$ cat config.mk
export PLATFORM = sky130hd
export DESIGN_NAME = deque_with_keyed_delete_core
export DESIGN_NICKNAME = d
export VERILOG_FILES = /design/src/hw/rtl/dqkd_pkg.sv /design/src/hw/rtl/dqkd_ctrl.sv /design/src/hw/rtl/dqkd_datapath.sv /design/src/hw/rtl/deque_with_keyed_delete_core.sv
export VERILOG_INCLUDE_DIRS = /design/src /design/src/hw/rtl
export SDC_FILE = /design/constraint.sdc
export NUM_CORES = 1
export LEC_CHECK = 0
export BUFFER_PORTS_ARGS = -buffer_cell sky130_fd_sc_hd__clkbuf_2
export CAP_MARGIN = 20
export CORE_UTILIZATION = 56
export DETAILED_ROUTE_END_ITERATION = 7
export PLACE_DENSITY_LB_ADDON = 0.25
export SLEW_MARGIN = 0
export SYNTH_ARGS = -nofsm -noshare
export SYNTH_HDL_FRONTEND = slang
export SYNTH_SLANG_ARGS = --single-unit
$ cat constraint.sdc
create_clock -name clk -period 4.3 [get_ports clk]
set_clock_uncertainty 0.2 [all_clocks]
set_input_delay 0.86 -clock clk [delete_from_list [all_inputs] [get_ports clk]]
set_output_delay 0.86 -clock clk [all_outputs]
set_load 0.01 [all_outputs]
$ cat src/hw/rtl/deque_with_keyed_delete_core_assert.svh
// ----------------------------------------------------------------------------
// deque_with_keyed_delete_core assertion macros
// concurrent assertion wrappers, compiled out when ASSERT_OFF is defined
// ----------------------------------------------------------------------------
`ifndef DEQUE_WITH_KEYED_DELETE_CORE_ASSERT_SVH
`define DEQUE_WITH_KEYED_DELETE_CORE_ASSERT_SVH

`ifndef ASSERT_OFF

// property holds at every edge outside reset
`define DQKD_ASSERT(name, clk, rst_n, prop, msg) \
    name: assert property (@(posedge clk) disable iff (!rst_n) (prop)) else $error(msg);

// consequent holds in the same cycle as the antecedent
`define DQKD_ASSERT_IMPL(name, clk, rst_n, ante, cons, msg) \
    name: assert property (@(posedge clk) disable iff (!rst_n) (ante) |-> (cons)) \
        else $error(msg);

`else

`define DQKD_ASSERT(name, clk, rst_n, prop, msg)
`define DQKD_ASSERT_IMPL(name, clk, rst_n, ante, cons, msg)

`endif

`endif

$ cat src/hw/rtl/dqkd_pkg.sv
// ----------------------------------------------------------------------------
// dqkd_pkg
// shared constants, codes and controller/datapath interface types
// ----------------------------------------------------------------------------
`default_nettype none

package dqkd_pkg;

    localparam int DQKD_DEPTH      = 16;
    localparam int DQKD_ITEM_WIDTH = 32;
    localparam int OPCODE_W        = 3;
    localparam int STATUS_W        = 2;

    typedef enum logic [OPCODE_W-1:0] {
        OP_PREPEND = 3'd0,
        OP_APPEND  = 3'd1,
        OP_DEQUEUE = 3'd2,
        OP_DELETE  = 3'd3,
        OP_SEARCH  = 3'd4
    } opcode_t;

    typedef enum logic [STATUS_W-1:0] {
        ST_OK   = 2'd0,
        ST_MISS = 2'd1,
        ST_FULL = 2'd2
    } status_t;

    typedef enum logic [2:0] {
        S_IDLE,
        S_DECODE,
        S_DEQ_WAIT,
        S_SCAN,
        S_SHIFT,
        S_RESULT
    } ctrl_state_t;

    // read address source
    typedef enum logic [1:0] {
        RD_FRONT,
        RD_NEXT,
        RD_SKIP
    } rd_sel_t;

    typedef enum logic [1:0] {
        WR_NONE,
        WR_PREPEND,
        WR_APPEND,
        WR_SHIFT
    } wr_sel_t;

    typedef enum logic [1:0] {
        PTR_HOLD,
        PTR_INC,
        PTR_DEC
    } ptr_op_t;

    typedef enum logic [1:0] {
        SCAN_HOLD,
        SCAN_START,
        SCAN_STEP
    } scan_op_t;

    typedef struct packed {
        logic     load_in;
        rd_sel_t  rd_sel;
        wr_sel_t  wr_sel;
        ptr_op_t  front_op;
        ptr_op_t  count_op;
        scan_op_t scan_op;
        logic     res_set;
        status_t  res_status;
        logic     res_take_item;
        logic     out_load;
    } dqkd_cmd_t;

    typedef struct packed {
        logic [OPCODE_W-1:0] opcode;
        logic                full;
        logic                empty;
        logic                match;
        logic                last_scan;
        logic                last_shift;
        logic                out_free;
    } dqkd_sts_t;

endpackage

`default_nettype wire

$ cat src/hw/rtl/dqkd_ctrl.sv
// ----------------------------------------------------------------------------
// dqkd_ctrl
// command sequencer: decodes one command and steps the datapath through it
// ----------------------------------------------------------------------------
`default_nettype none

`include "deque_with_keyed_delete_core_assert.svh"

module dqkd_ctrl (
    input  wire logic               clk,
    input  wire logic               rst_n,
    input  wire logic               s_tvalid,
    output logic                    s_tready,
    input  wire dqkd_pkg::dqkd_sts_t sts,
    output dqkd_pkg::dqkd_cmd_t     cmd
);
    import dqkd_pkg::*;

    ctrl_state_t state_reg;
    ctrl_state_t state_next;

    always_ff @(posedge clk or negedge rst_n)
    begin
        if (!rst_n)
        begin
            state_reg <= S_IDLE;
        end
        else
        begin
            state_reg <= state_next;
        end
    end

    always_comb
    begin
        state_next        = state_reg;
        s_tready          = 1'b0;
        cmd.load_in       = 1'b0;
        cmd.rd_sel        = RD_FRONT;
        cmd.wr_sel        = WR_NONE;
        cmd.front_op      = PTR_HOLD;
        cmd.count_op      = PTR_HOLD;
        cmd.scan_op       = SCAN_HOLD;
        cmd.res_set       = 1'b0;
        cmd.res_status    = ST_MISS;
        cmd.res_take_item = 1'b0;
        cmd.out_load      = 1'b0;

        case (state_reg)
            S_IDLE:
            begin
                s_tready    = 1'b1;
                cmd.load_in = s_tvalid;
                if (s_tvalid)
                begin
                    state_next = S_DECODE;
                end
            end

            S_DECODE:
            begin
                case (sts.opcode)
                    OP_PREPEND, OP_APPEND:
                    begin
                        cmd.res_set = 1'b1;
                        if (sts.full)
                        begin
                            cmd.res_status = ST_FULL;
                        end
                        else
                        begin
                            cmd.res_status = ST_OK;
                            cmd.count_op   = PTR_INC;
                            if (sts.opcode == OP_PREPEND)
                            begin
                                cmd.wr_sel   = WR_PREPEND;
                                cmd.front_op = PTR_DEC;
                            end
                            else
                            begin
                                cmd.wr_sel = WR_APPEND;
                            end
                        end
                        state_next = S_RESULT;
                    end
                    OP_DEQUEUE:
                    begin
                        if (sts.empty)
                        begin
                            cmd.res_set = 1'b1;
                            state_next  = S_RESULT;
                        end
                        else
                        begin
                            cmd.rd_sel = RD_FRONT;
                            state_next = S_DEQ_WAIT;
                        end
                    end
                    OP_DELETE, OP_SEARCH:
                    begin
                        if (sts.empty)
                        begin
                            cmd.res_set = 1'b1;
                            state_next  = S_RESULT;
                        end
                        else
                        begin
                            cmd.rd_sel  = RD_FRONT;
                            cmd.scan_op = SCAN_START;
                            state_next  = S_SCAN;
                        end
                    end
                    default:
                    begin
                        cmd.res_set = 1'b1;
                        state_next  = S_RESULT;
                    end
                endcase
            end

            S_DEQ_WAIT:
            begin
                cmd.res_set       = 1'b1;
                cmd.res_status    = ST_OK;
                cmd.res_take_item = 1'b1;
                cmd.front_op      = PTR_INC;
                cmd.count_op      = PTR_DEC;
                state_next        = S_RESULT;
            end

            S_SCAN:
            begin
                // prefetch the next entry; on a delete hit it feeds the first shift
                cmd.rd_sel = RD_NEXT;
                if (sts.match)
                begin
                    if (sts.opcode == OP_SEARCH)
                    begin
                        cmd.res_set    = 1'b1;
                        cmd.res_status = ST_OK;
                        state_next     = S_RESULT;
                    end
                    else if (sts.last_scan)
                    begin
                        cmd.res_set    = 1'b1;
                        cmd.res_status = ST_OK;
                        cmd.count_op   = PTR_DEC;
                        state_next     = S_RESULT;
                    end
                    else
                    begin
                        state_next = S_SHIFT;
                    end
                end
                else if (sts.last_scan)
                begin
                    cmd.res_set = 1'b1;
                    state_next  = S_RESULT;
                end
                else
                begin
                    cmd.scan_op = SCAN_STEP;
                end
            end

            S_SHIFT:
            begin
                cmd.wr_sel  = WR_SHIFT;
                cmd.rd_sel  = RD_SKIP;
                cmd.scan_op = SCAN_STEP;
                if (sts.last_shift)
                begin
                    cmd.res_set    = 1'b1;
                    cmd.res_status = ST_OK;
                    cmd.count_op   = PTR_DEC;
                    state_next     = S_RESULT;
                end
            end

            S_RESULT:
            begin
                if (sts.out_free)
                begin
                    cmd.out_load = 1'b1;
                    state_next   = S_IDLE;
                end
            end

            default:
            begin
                state_next = S_IDLE;
            end
        endcase
    end

    `DQKD_ASSERT_IMPL(a_scan_nonempty, clk, rst_n, state_reg == S_SCAN, !sts.empty, "scan of an empty store")
    `DQKD_ASSERT_IMPL(a_shift_not_tail, clk, rst_n, state_reg == S_SHIFT, !sts.last_scan, "shift past the tail")

endmodule

`default_nettype wire

$ cat src/hw/rtl/dqkd_datapath.sv
// ----------------------------------------------------------------------------
// dqkd_datapath
// entry memory, front/count pointers, scan cursor and output register
// ----------------------------------------------------------------------------
`default_nettype none

`include "deque_with_keyed_delete_core_assert.svh"

module dqkd_datapath #(
    parameter int DEPTH      = dqkd_pkg::DQKD_DEPTH,
    parameter int ITEM_WIDTH = dqkd_pkg::DQKD_ITEM_WIDTH
) (
    input  wire logic                clk,
    input  wire logic                rst_n,
    input  wire logic [((dqkd_pkg::OPCODE_W+ITEM_WIDTH+7)/8)*8-1:0] s_tdata,
    input  wire dqkd_pkg::dqkd_cmd_t cmd,
    output dqkd_pkg::dqkd_sts_t      sts,
    output logic                     m_tvalid,
    input  wire logic                m_tready,
    // status, item_out, length from bit 0 up
    output logic [((dqkd_pkg::STATUS_W+ITEM_WIDTH+$clog2(DEPTH+1)+7)/8)*8-1:0] m_tdata
);
    import dqkd_pkg::*;

    localparam int IDX_W  = $clog2(DEPTH);
    localparam int CNT_W  = $clog2(DEPTH + 1);
    localparam int SUM_W  = IDX_W + 1;
    localparam int OUT_W  = ((STATUS_W + ITEM_WIDTH + CNT_W + 7) / 8) * 8;

    logic [ITEM_WIDTH-1:0] store_mem [DEPTH];
    logic [ITEM_WIDTH-1:0] rdata_reg;

    logic [OPCODE_W-1:0]   op_reg;
    logic [ITEM_WIDTH-1:0] key_reg;
    logic [IDX_W-1:0]      front_reg, front_next;
    logic [CNT_W-1:0]      count_reg, count_next;
    logic [CNT_W-1:0]      pos_reg, pos_next;
    logic [IDX_W-1:0]      cur_reg, cur_next;
    status_t               res_status_reg;
    logic [ITEM_WIDTH-1:0] res_item_reg;
    status_t               out_status_reg;
    logic [ITEM_WIDTH-1:0] out_item_reg;
    logic [CNT_W-1:0]      out_length_reg;
    logic                  m_tvalid_reg;

    logic [IDX_W-1:0]      front_inc, front_dec, cur_inc, cur_inc2, tail_slot;
    logic [SUM_W-1:0]      tail_sum;
    logic [CNT_W:0]        pos_p1, pos_p2;
    logic [IDX_W-1:0]      rd_addr, wr_addr;
    logic [ITEM_WIDTH-1:0] wr_data;
    logic                  wr_en;
    logic                  full, out_free;

    // circular index arithmetic, correct for any depth
    assign front_inc = (front_reg == IDX_W'(DEPTH - 1)) ? '0 : front_reg + 1'b1;
    assign front_dec = (front_reg == '0) ? IDX_W'(DEPTH - 1) : front_reg - 1'b1;
    assign cur_inc   = (cur_reg == IDX_W'(DEPTH - 1)) ? '0 : cur_reg + 1'b1;
    assign cur_inc2  = (cur_inc == IDX_W'(DEPTH - 1)) ? '0 : cur_inc + 1'b1;
    assign tail_sum  = SUM_W'(front_reg) + SUM_W'(count_reg);
    assign tail_slot = (tail_sum >= SUM_W'(DEPTH)) ? IDX_W'(tail_sum - SUM_W'(DEPTH))
                                                   : tail_sum[IDX_W-1:0];

    assign pos_p1 = (CNT_W+1)'(pos_reg) + 1'b1;
    assign pos_p2 = (CNT_W+1)'(pos_reg) + 2'd2;

    assign full     = (count_reg == CNT_W'(DEPTH));
    assign out_free = !m_tvalid_reg || m_tready;

    assign sts.opcode     = op_reg;
    assign sts.full       = full;
    assign sts.empty      = (count_reg == '0);
    assign sts.match      = (rdata_reg == key_reg);
    assign sts.last_scan  = (pos_p1 == (CNT_W+1)'(count_reg));
    assign sts.last_shift = (pos_p2 == (CNT_W+1)'(count_reg));
    assign sts.out_free   = out_free;

    always_comb
    begin
        case (cmd.rd_sel)
            RD_FRONT: rd_addr = front_reg;
            RD_NEXT:  rd_addr = cur_inc;
            RD_SKIP:  rd_addr = cur_inc2;
            default:  rd_addr = front_reg;
        endcase

        wr_en   = 1'b1;
        wr_addr = cur_reg;
        wr_data = key_reg;
        case (cmd.wr_sel)
            WR_PREPEND: wr_addr = front_dec;
            WR_APPEND:  wr_addr = tail_slot;
            WR_SHIFT:   wr_data = rdata_reg;
            default:    wr_en   = 1'b0;
        endcase

        front_next = front_reg;
        case (cmd.front_op)
            PTR_INC: front_next = front_inc;
            PTR_DEC: front_next = front_dec;
            default: front_next = front_reg;
        endcase

        count_next = count_reg;
        case (cmd.count_op)
            PTR_INC: count_next = count_reg + 1'b1;
            PTR_DEC: count_next = count_reg - 1'b1;
            default: count_next = count_reg;
        endcase

        pos_next = pos_reg;
        cur_next = cur_reg;
        case (cmd.scan_op)
            SCAN_START:
            begin
                pos_next = '0;
                cur_next = front_reg;
            end
            SCAN_STEP:
            begin
                pos_next = pos_reg + 1'b1;
                cur_next = cur_inc;
            end
            default:
            begin
                pos_next = pos_reg;
                cur_next = cur_reg;
            end
        endcase
    end

    // one write port, one registered read port
    always_ff @(posedge clk)
    begin
        if (wr_en)
        begin
            store_mem[wr_addr] <= wr_data;
        end
        rdata_reg <= store_mem[rd_addr];
    end

    always_ff @(posedge clk or negedge rst_n)
    begin
        if (!rst_n)
        begin
            front_reg    <= '0;
            count_reg    <= '0;
            pos_reg      <= '0;
            cur_reg      <= '0;
            m_tvalid_reg <= 1'b0;
        end
        else
        begin
            front_reg <= front_next;
            count_reg <= count_next;
            pos_reg   <= pos_next;
            cur_reg   <= cur_next;
            if (cmd.out_load)
            begin
                m_tvalid_reg <= 1'b1;
            end
            else if (m_tready)
            begin
                m_tvalid_reg <= 1'b0;
            end
        end
    end

    always_ff @(posedge clk)
    begin
        if (cmd.load_in)
        begin
            op_reg  <= s_tdata[OPCODE_W-1:0];
            key_reg <= s_tdata[OPCODE_W +: ITEM_WIDTH];
        end
        if (cmd.res_set)
        begin
            res_status_reg <= cmd.res_status;
            res_item_reg   <= cmd.res_take_item ? rdata_reg : '0;
        end
        if (cmd.out_load)
        begin
            out_status_reg <= res_status_reg;
            out_item_reg   <= res_item_reg;
            out_length_reg <= count_reg;
        end
    end

    assign m_tvalid = m_tvalid_reg;
    assign m_tdata  = OUT_W'({out_length_reg, out_item_reg, out_status_reg});

    `DQKD_ASSERT(a_count_bound, clk, rst_n, count_reg <= CNT_W'(DEPTH), "entry count above depth")
    `DQKD_ASSERT(a_front_bound, clk, rst_n, front_reg <= IDX_W'(DEPTH - 1), "front index out of range")
    `DQKD_ASSERT_IMPL(a_no_grow_full, clk, rst_n, cmd.count_op == PTR_INC, !full, "insert into a full store")
    `DQKD_ASSERT_IMPL(a_out_free, clk, rst_n, cmd.out_load, out_free, "result overwrites an unread beat")

endmodule

`default_nettype wire

$ cat src/hw/rtl/deque_with_keyed_delete_core.sv
// ----------------------------------------------------------------------------
// deque_with_keyed_delete_core
// double-ended queue of item handles with delete and search by value
// ----------------------------------------------------------------------------
// sequence: prepend, append and unused opcodes go from decode to the result state,
//   dequeue reads the front entry first, search and delete walk the entries and a
//   delete hit shifts the rest down; throughput: one command at a time; the walk
//   reads one entry per cycle through the single read port of the store
// reset: asynchronous active low; store empty, front at zero, no result pending
// ----------------------------------------------------------------------------
`default_nettype none

module deque_with_keyed_delete_core #(
    parameter int DEPTH      = dqkd_pkg::DQKD_DEPTH,
    parameter int ITEM_WIDTH = dqkd_pkg::DQKD_ITEM_WIDTH
) (
    input  wire logic clk,
    input  wire logic rst_n,
    input  wire logic s_tvalid,
    output logic      s_tready,
    // opcode, item_in from bit 0 up
    input  wire logic [((dqkd_pkg::OPCODE_W+ITEM_WIDTH+7)/8)*8-1:0] s_tdata,
    output logic      m_tvalid,
    input  wire logic m_tready,
    // status, item_out, length from bit 0 up
    output logic [((dqkd_pkg::STATUS_W+ITEM_WIDTH+$clog2(DEPTH+1)+7)/8)*8-1:0] m_tdata
);
    import dqkd_pkg::*;

    dqkd_cmd_t cmd;
    dqkd_sts_t sts;

    dqkd_ctrl u_ctrl (
        .clk      (clk),
        .rst_n    (rst_n),
        .s_tvalid (s_tvalid),
        .s_tready (s_tready),
        .sts      (sts),
        .cmd      (cmd)
    );

    dqkd_datapath #(
        .DEPTH      (DEPTH),
        .ITEM_WIDTH (ITEM_WIDTH)
    ) u_datapath (
        .clk      (clk),
        .rst_n    (rst_n),
        .s_tdata  (s_tdata),
        .cmd      (cmd),
        .sts      (sts),
        .m_tvalid (m_tvalid),
        .m_tready (m_tready),
        .m_tdata  (m_tdata)
    );

endmodule

`default_nettype wire
# Word-level counts from Yosys, hierarchy flattened
# Memories as Yosys holds them, arrays and structs flattened. A register that Yosys moved wholly into a read port is not among the register bits.
# Index checks and enable logic that the tools add are counted.
dict set report totals {
  register_bits 130
  mem_bits_rw 512
  output_inout_bits 42
  n_memories 1
}
dict set report op_classes {
  add_sub_neg 11
  n_lt_le_gt_ge 1
  n_eq_ne 31
  mux 61
  n_reduce_logical 15
}
# memory words word_bits rd rd_ports_with_merged_regs write_ports line_no
set memory_table {}
lappend memory_table {u_datapath.store_mem 16 32 1 1 1 dqkd_datapath.sv:30} ;# logic [ITEM_WIDTH-1:0] store_mem [DEPTH];
# op count
set op_table {}
lappend op_table {{equality test 32 bit} 1}
lappend op_table {{2-to-1 mux 32 bit} 1}
lappend op_table {{one-hot mux 4 bit (2 select lines)} 4}
lappend op_table {{2-to-1 mux 3 bit} 10}
lappend op_table {{2-to-1 mux 2 bit} 12}
lappend op_table {{2-to-1 mux 4 bit} 5}
lappend op_table {{one-hot mux 5 bit (2 select lines)} 2}
lappend op_table {{one-hot mux 3 bit (6 select lines)} 1}
lappend op_table {{2-to-1 mux 1 bit} 17}
lappend op_table {{adder 4 x 1 -> 4 bit (second input constant)} 3}
lappend op_table {{equality test 2 bit (second input constant)} 6}
lappend op_table {{equality test 3 x 2 -> 1 bit (second input constant)} 4}
lappend op_table {{equality test 4 bit (second input constant)} 3}
lappend op_table {{equality test 6 x 5 -> 1 bit} 2}
lappend op_table {{2-to-1 mux 6 bit} 2}
lappend op_table {{one-hot mux 2 bit (2 select lines)} 3}
lappend op_table {{one-hot mux 3 bit (4 select lines)} 1}
lappend op_table {{adder 5 x 1 -> 5 bit (second input constant)} 2}
lappend op_table {{equality test 2 x 1 -> 1 bit (second input constant)} 5}
lappend op_table {{equality test 3 bit (second input constant)} 3}
lappend op_table {{one-hot mux 2 bit (4 select lines)} 1}
lappend op_table {{nonzero test 2 bit} 4}
lappend op_table {{subtractor 4 x 1 -> 4 bit (second input constant)} 2}
lappend op_table {{adder 5 x 1 -> 6 bit (second input constant)} 1}
lappend op_table {{other kinds (19)} 24}

# Logic depth before layout (Yosys ltp)
dict set report logic_depth {
  depth_word 10
  mapped_depth 14
  ltp_nobuf 14
}

# Hierarchy
# From an unflattened synthesis, not the netlist that was laid out.
dict set report hier_totals {
  cells_unflattened 1379
  hier_area_um2 26466.6
}
# module instances cells_each area_each_um2 seq_area_each_um2
set modules_own_cells {}
lappend modules_own_cells {dqkd_datapath 1 1317 26051.2 19733.9}
lappend modules_own_cells {dqkd_ctrl 1 62 415.4 75.1}

# Worst setup path after synthesis
# Ideal clock, no wire load.
dict set report synth_timing {
  path_kind {register to register}
  startpoint {register u_ctrl.state_reg[0]}
  endpoint {memory u_datapath.store_mem[11][0] (netlist bit) (enable)}
  setup_time_ns 0.421
  arrival_ns 3.698
  setup_slack_ns -0.020
  stages_incl_launch_ff 14
  period_less_slack_ns 4.320
  cell_sequence {dfrtp_1 > buf_2 > inv_1 > nor3_1 > nand3_1 > nor2_1 > nor2_1 > ha_1 > clkbuf_1 > nor2_1 > a21oi_1 > nor2b_1 > nand2_1 > nor2_1}
}
dict set report synth_via {
  elab_chain_cells 7
}
# element line_no
set synth_rtl {}
lappend synth_rtl {{start: declaration} dqkd_ctrl.sv:19} ;# ctrl_state_t state_reg;
lappend synth_rtl {{start signal: assignment} dqkd_ctrl.sv:30} ;# state_reg <= state_next;
lappend synth_rtl {{equality test 3 bit / equality test 3 x 1 -> 1 bit (equally long branches)} dqkd_ctrl.sv:49} ;# case (state_reg)
lappend synth_rtl {{one-hot mux 2 bit (2 select lines) *} dqkd_ctrl.sv:49}
lappend synth_rtl {{equality test 2 x 1 -> 1 bit / equality test 2 bit (equally long branches)} dqkd_datapath.sv:89} ;# case (cmd.wr_sel)
lappend synth_rtl {{OR reduction 3 bit (no line)} n/a}
lappend synth_rtl {{2-to-1 mux 1 bit} dqkd_datapath.sv:89}
lappend synth_rtl {{2-to-1 mux 1 bit} dqkd_datapath.sv:134} ;# if (wr_en)
lappend synth_rtl {{2-to-1 mux 1 bit (implied by the code)} dqkd_datapath.sv:136} ;# store_mem[wr_addr] <= wr_data;
lappend synth_rtl {{end: declaration} dqkd_datapath.sv:30}
# Mark *: on every way between the ends. The rest lies on a longest branch, timed or not.

# Final worst setup path
dict set report layout_timing {
  startpoint {register u_ctrl.state_reg[2]}
  endpoint {memory u_datapath.store_mem[1][22] (netlist bit) (enable)}
}
# Same word-level chain as after synthesis.

==> impl_results.md <==
- Asr flop ratio synth: 0.0326
- Longest Clk Path Bufs: 3
- Synth area leader: edfxtp_1
- Min-Delay Path Class: in -> async
- Seq. cell area: ~0.02 sq mm
- Detailed-route wire length per cell: between 20 and 30 um
- Core area: 0.0502 sq mm
- Initial core utilization: 0.568
- Worst-skew pair later-pin latency: ~0.6 ns
- I/O pins: 86
- Fillers: about 3500
- WL final: between 70 and 80 mm
- Initial antenna violation count: 0
- Routed Antenna Nets: 0
- FMAX: 0.255 GHz
- Ys Warns: 0
- Clock Tree Root: clkbuf_16
- Reg with most FFs: u_datapath.store_mem
- Final setup fails: 0
- Setup bufs post-CTS: 0
- Final Max Slew Viols: 0
- Final period utilization: 0.912
- Chip Width: about 230 um
- Ys flop type: edfxtp_1
- Routed vias: between 15000 and 20000
- Seq/Total Area, Yosys: 0.695
- Die ar.: roughly 0.052 sq mm
- Top post-synthesis cells by area: edfxtp_1 (65%), nor2_1 (3.1%), nand2_1 (2.6%)
- Netlist cell types: 66
- Post-route design area: between 0.03 and 0.04 sq mm
- Congestion Overflow GR: 0
- Input/output buffers: between 70 and 80
- Multi-input gate area: between 0.008 and 0.009 sq mm
- Hold slack: 0.0422 ns
- # Max-Cap Violations: 0
- Syn_area_per_cell: approximately 13 sq um
- Max VDD drop: 0.733 mV
- Syn_nets: roughly 2200
- Leak pwr: 10.9 nW
- Layout area overhead: 13.6%
- Num Clock Sinks: slightly below 700
- Status: complete, no violations
- Hold_buf cts: 0
- Critical path class: reg -> reg
- Clk slew on worst S/H paths: approximately 0.060 ns
- Worst-margin pin slew: 0.979 ns
- TritonCTS clock tree: yes
- Area after DPL: between 0.03 and 0.04 sq mm
- Placer congestion estimate: between 0.8 and 0.9
- Pwr/cell area: ~900 mW/mm^2
- First-pass GRT wire length: around 110 mm
- CTS resizes: 0
- Chip height: 228 um
- Unrepaired setup endpoints after global routing: false
- Arr. time, crit path: roughly 4 ns
- Layout cells sized above 1: 0.175
- Mapped Cells: ~2100
- Mapped cell area: between 0.02 and 0.03 sq mm
- Total CTS buffers: 70
- Post-synth EDFFs: 620
- Critical path launch point type: flip-flop
- Largest net degree at the start of global routing: 76
- Nets: around 2300
- Synth top area share: 0.653
- Crit Path Max Fanout: 15
- Slew Limit Headroom: 0.347
- DRC violations left: 0
- CP Capture Type: flip-flop
- HPWL after DPL: 42.2 mm
- Total GRT Usage: 0.291
- Max reg flops: 512
- Ant diodes: 0
- Iter 0 DRT Violations: between 2000 and 2500
- Final Hold Vio Count: 0
- Vias per cell: approximately 6.4
- Seq cells post-synth: 674
- Min cycle time layout: 3.92 ns
- Vias in the first global route: 18200
- H-tree levels: 3
- Critical Path RT: approximately 4.4 ns
- DR pass1 iterations: 6
- Row cnt: 82
[metal layers]
metal / routed length [um] / up-vias / part of all wire / track usage
li1: - / 8260 / - / -
met1: 29100 / 9338 / 0.39 / 0.389
met2: 34800 / 1051 / 0.47 / 0.452
met3: 7120 / 190 / 0.096 / 0.0568
met4: 3220 / 0 / 0.043 / 0.153
met5: 0 / - / 0 / 0
[final timing paths]
check,end,from,cells after the start,slack [ns]
hold / removal,u_datapath.count_reg[2]$_DFFE_PN0P_,rst_n,1,0.04
hold reg to reg,u_datapath.out_item_reg[11]$_DFFE_PP_,u_datapath.res_item_reg[11]$_SDFFCE_PN0P_,0,0.21
max in group asynchronous,u_datapath.m_tvalid$_DFFE_PN0P_,rst_n,1,3.46
setup reg to reg,u_datapath.store_mem[1][22]$_DFFE_PP_,u_ctrl.state_reg[2]$_DFFE_PN0P_,10,0.38
min in group clk,u_datapath.out_item_reg[11]$_DFFE_PP_,u_datapath.res_item_reg[11]$_SDFFCE_PN0P_,0,0.21
setup / recovery,u_datapath.store_mem[1][22]$_DFFE_PP_,u_ctrl.state_reg[2]$_DFFE_PN0P_,10,0.38
[metrics by stage]
| stage | setup TNS, ns | setup WS, ns | cells | utilization | total power [mW] |
|---|---|---|---|---|---|
| 2_1_floorplan | -3.55 | -0.0195 | 2118 | - | 17.9 |
| 3_3_place_gp | 0 | 0.509 | 2805 | 0.600 | 21.9 |
| 3_5_place_dp | 0 | 0.431 | 2805 | 0.600 | 22.3 |
| 4_1_cts | 0 | 0.382 | 2934 | 0.645 | 28.3 |
| 5_1_grt | 0 | 0.0862 | 2934 | 0.645 | 29.6 |
| 6_report | 0 | 0.378 | 2934 | 0.645 | 28.3 |
[critical path, stage by stage, from the launching register on]
cell and delay (ns):
dfrtp_1 0.55, nor3_1 0.40, nand3_1 0.23, nor2_1 0.20
nor2_1 0.10, ha_1 0.44, nor2_1 0.06, a21oi_1 0.34
nand2_1 0.34, nor2_4 0.45, buf_4 0.28
[power breakdown]
group	internal, mW	switching (mW)	total [mW]	leakage, nW
Combinational	3.96	7.97	11.9	3.60
Sequential	9.63	0.790	10.4	6.19
Clock	3.52	2.46	5.99	1.11
[cell usage after synthesis (5+ instances only)]
| master | count |
|---|---|
| a2bb2oi_1 | 30 |
| o21ai_0 | 87 |
| o221ai_1 | 65 |
| buf_2 | 34 |
| dfxtp_1 | 32 |
| o22ai_1 | 11 |
| nor4_1 | 13 |
| o221a_1 | 7 |
| and2_1 | 35 |
| edfxtp_1 | 620 |
| xnor2_1 | 11 |
| mux2_2 | 60 |
| clkbuf_1 | 93 |
| a221oi_1 | 14 |
| nor2_1 | 236 |
| nand3_1 | 74 |
| nand2_1 | 201 |
| mux2i_1 | 5 |
| xor2_1 | 40 |
| buf_1 | 11 |
| nor3_1 | 70 |
| or3_1 | 31 |
| nand2b_1 | 10 |
| and3_1 | 30 |
| o211ai_1 | 64 |
| a221oi_2 | 19 |
| a22oi_1 | 6 |
| a21oi_1 | 56 |
| dfrtp_1 | 22 |
| ha_1 | 20 |
| nor2b_1 | 7 |
| inv_1 | 12 |
| o221a_2 | 23 |
| a21o_1 | 12 |
[cell families (layout without fill, tap and decap cells)]
group	Yosys count	count (layout)	synth area share
multiplexers	69	69	0.0271
XOR/XNOR	52	52	0.0162
AND/OR/NAND/NOR	719	719	0.114
buffers and inverters	157	301	0.0235
other	1	1	0.000132
flip-flops	674	674	0.695
adder cells (fa/ha/maj)	22	22	0.0102
AO/OA/AOI/OAI	424	424	0.114
[layout make-up]
class                           count  share of cell area
Inverter                           12             0.00139
Clock buffer                      100              0.0614
Clock inverter                     29             0.00866
Tap cell                          672              0.0260
Timing Repair Buffer              160              0.0364
Multi-Input combinational cell   1287               0.254
Sequential cell                   674               0.612
[cells in the final DEF (no fill, tap or decap), drive strengths merged, types with 35 or more instances in the layout]
master and instances:
buf 81, a21oi 58, nand2 201, nor3 70, edfxtp 620, nor2 236, xor2 41, and2 35
o21ai 87, mux2 64, o221ai 65, nand3 74, clkbuf 179, o211ai 65
(Power assumes the default switching activity.)
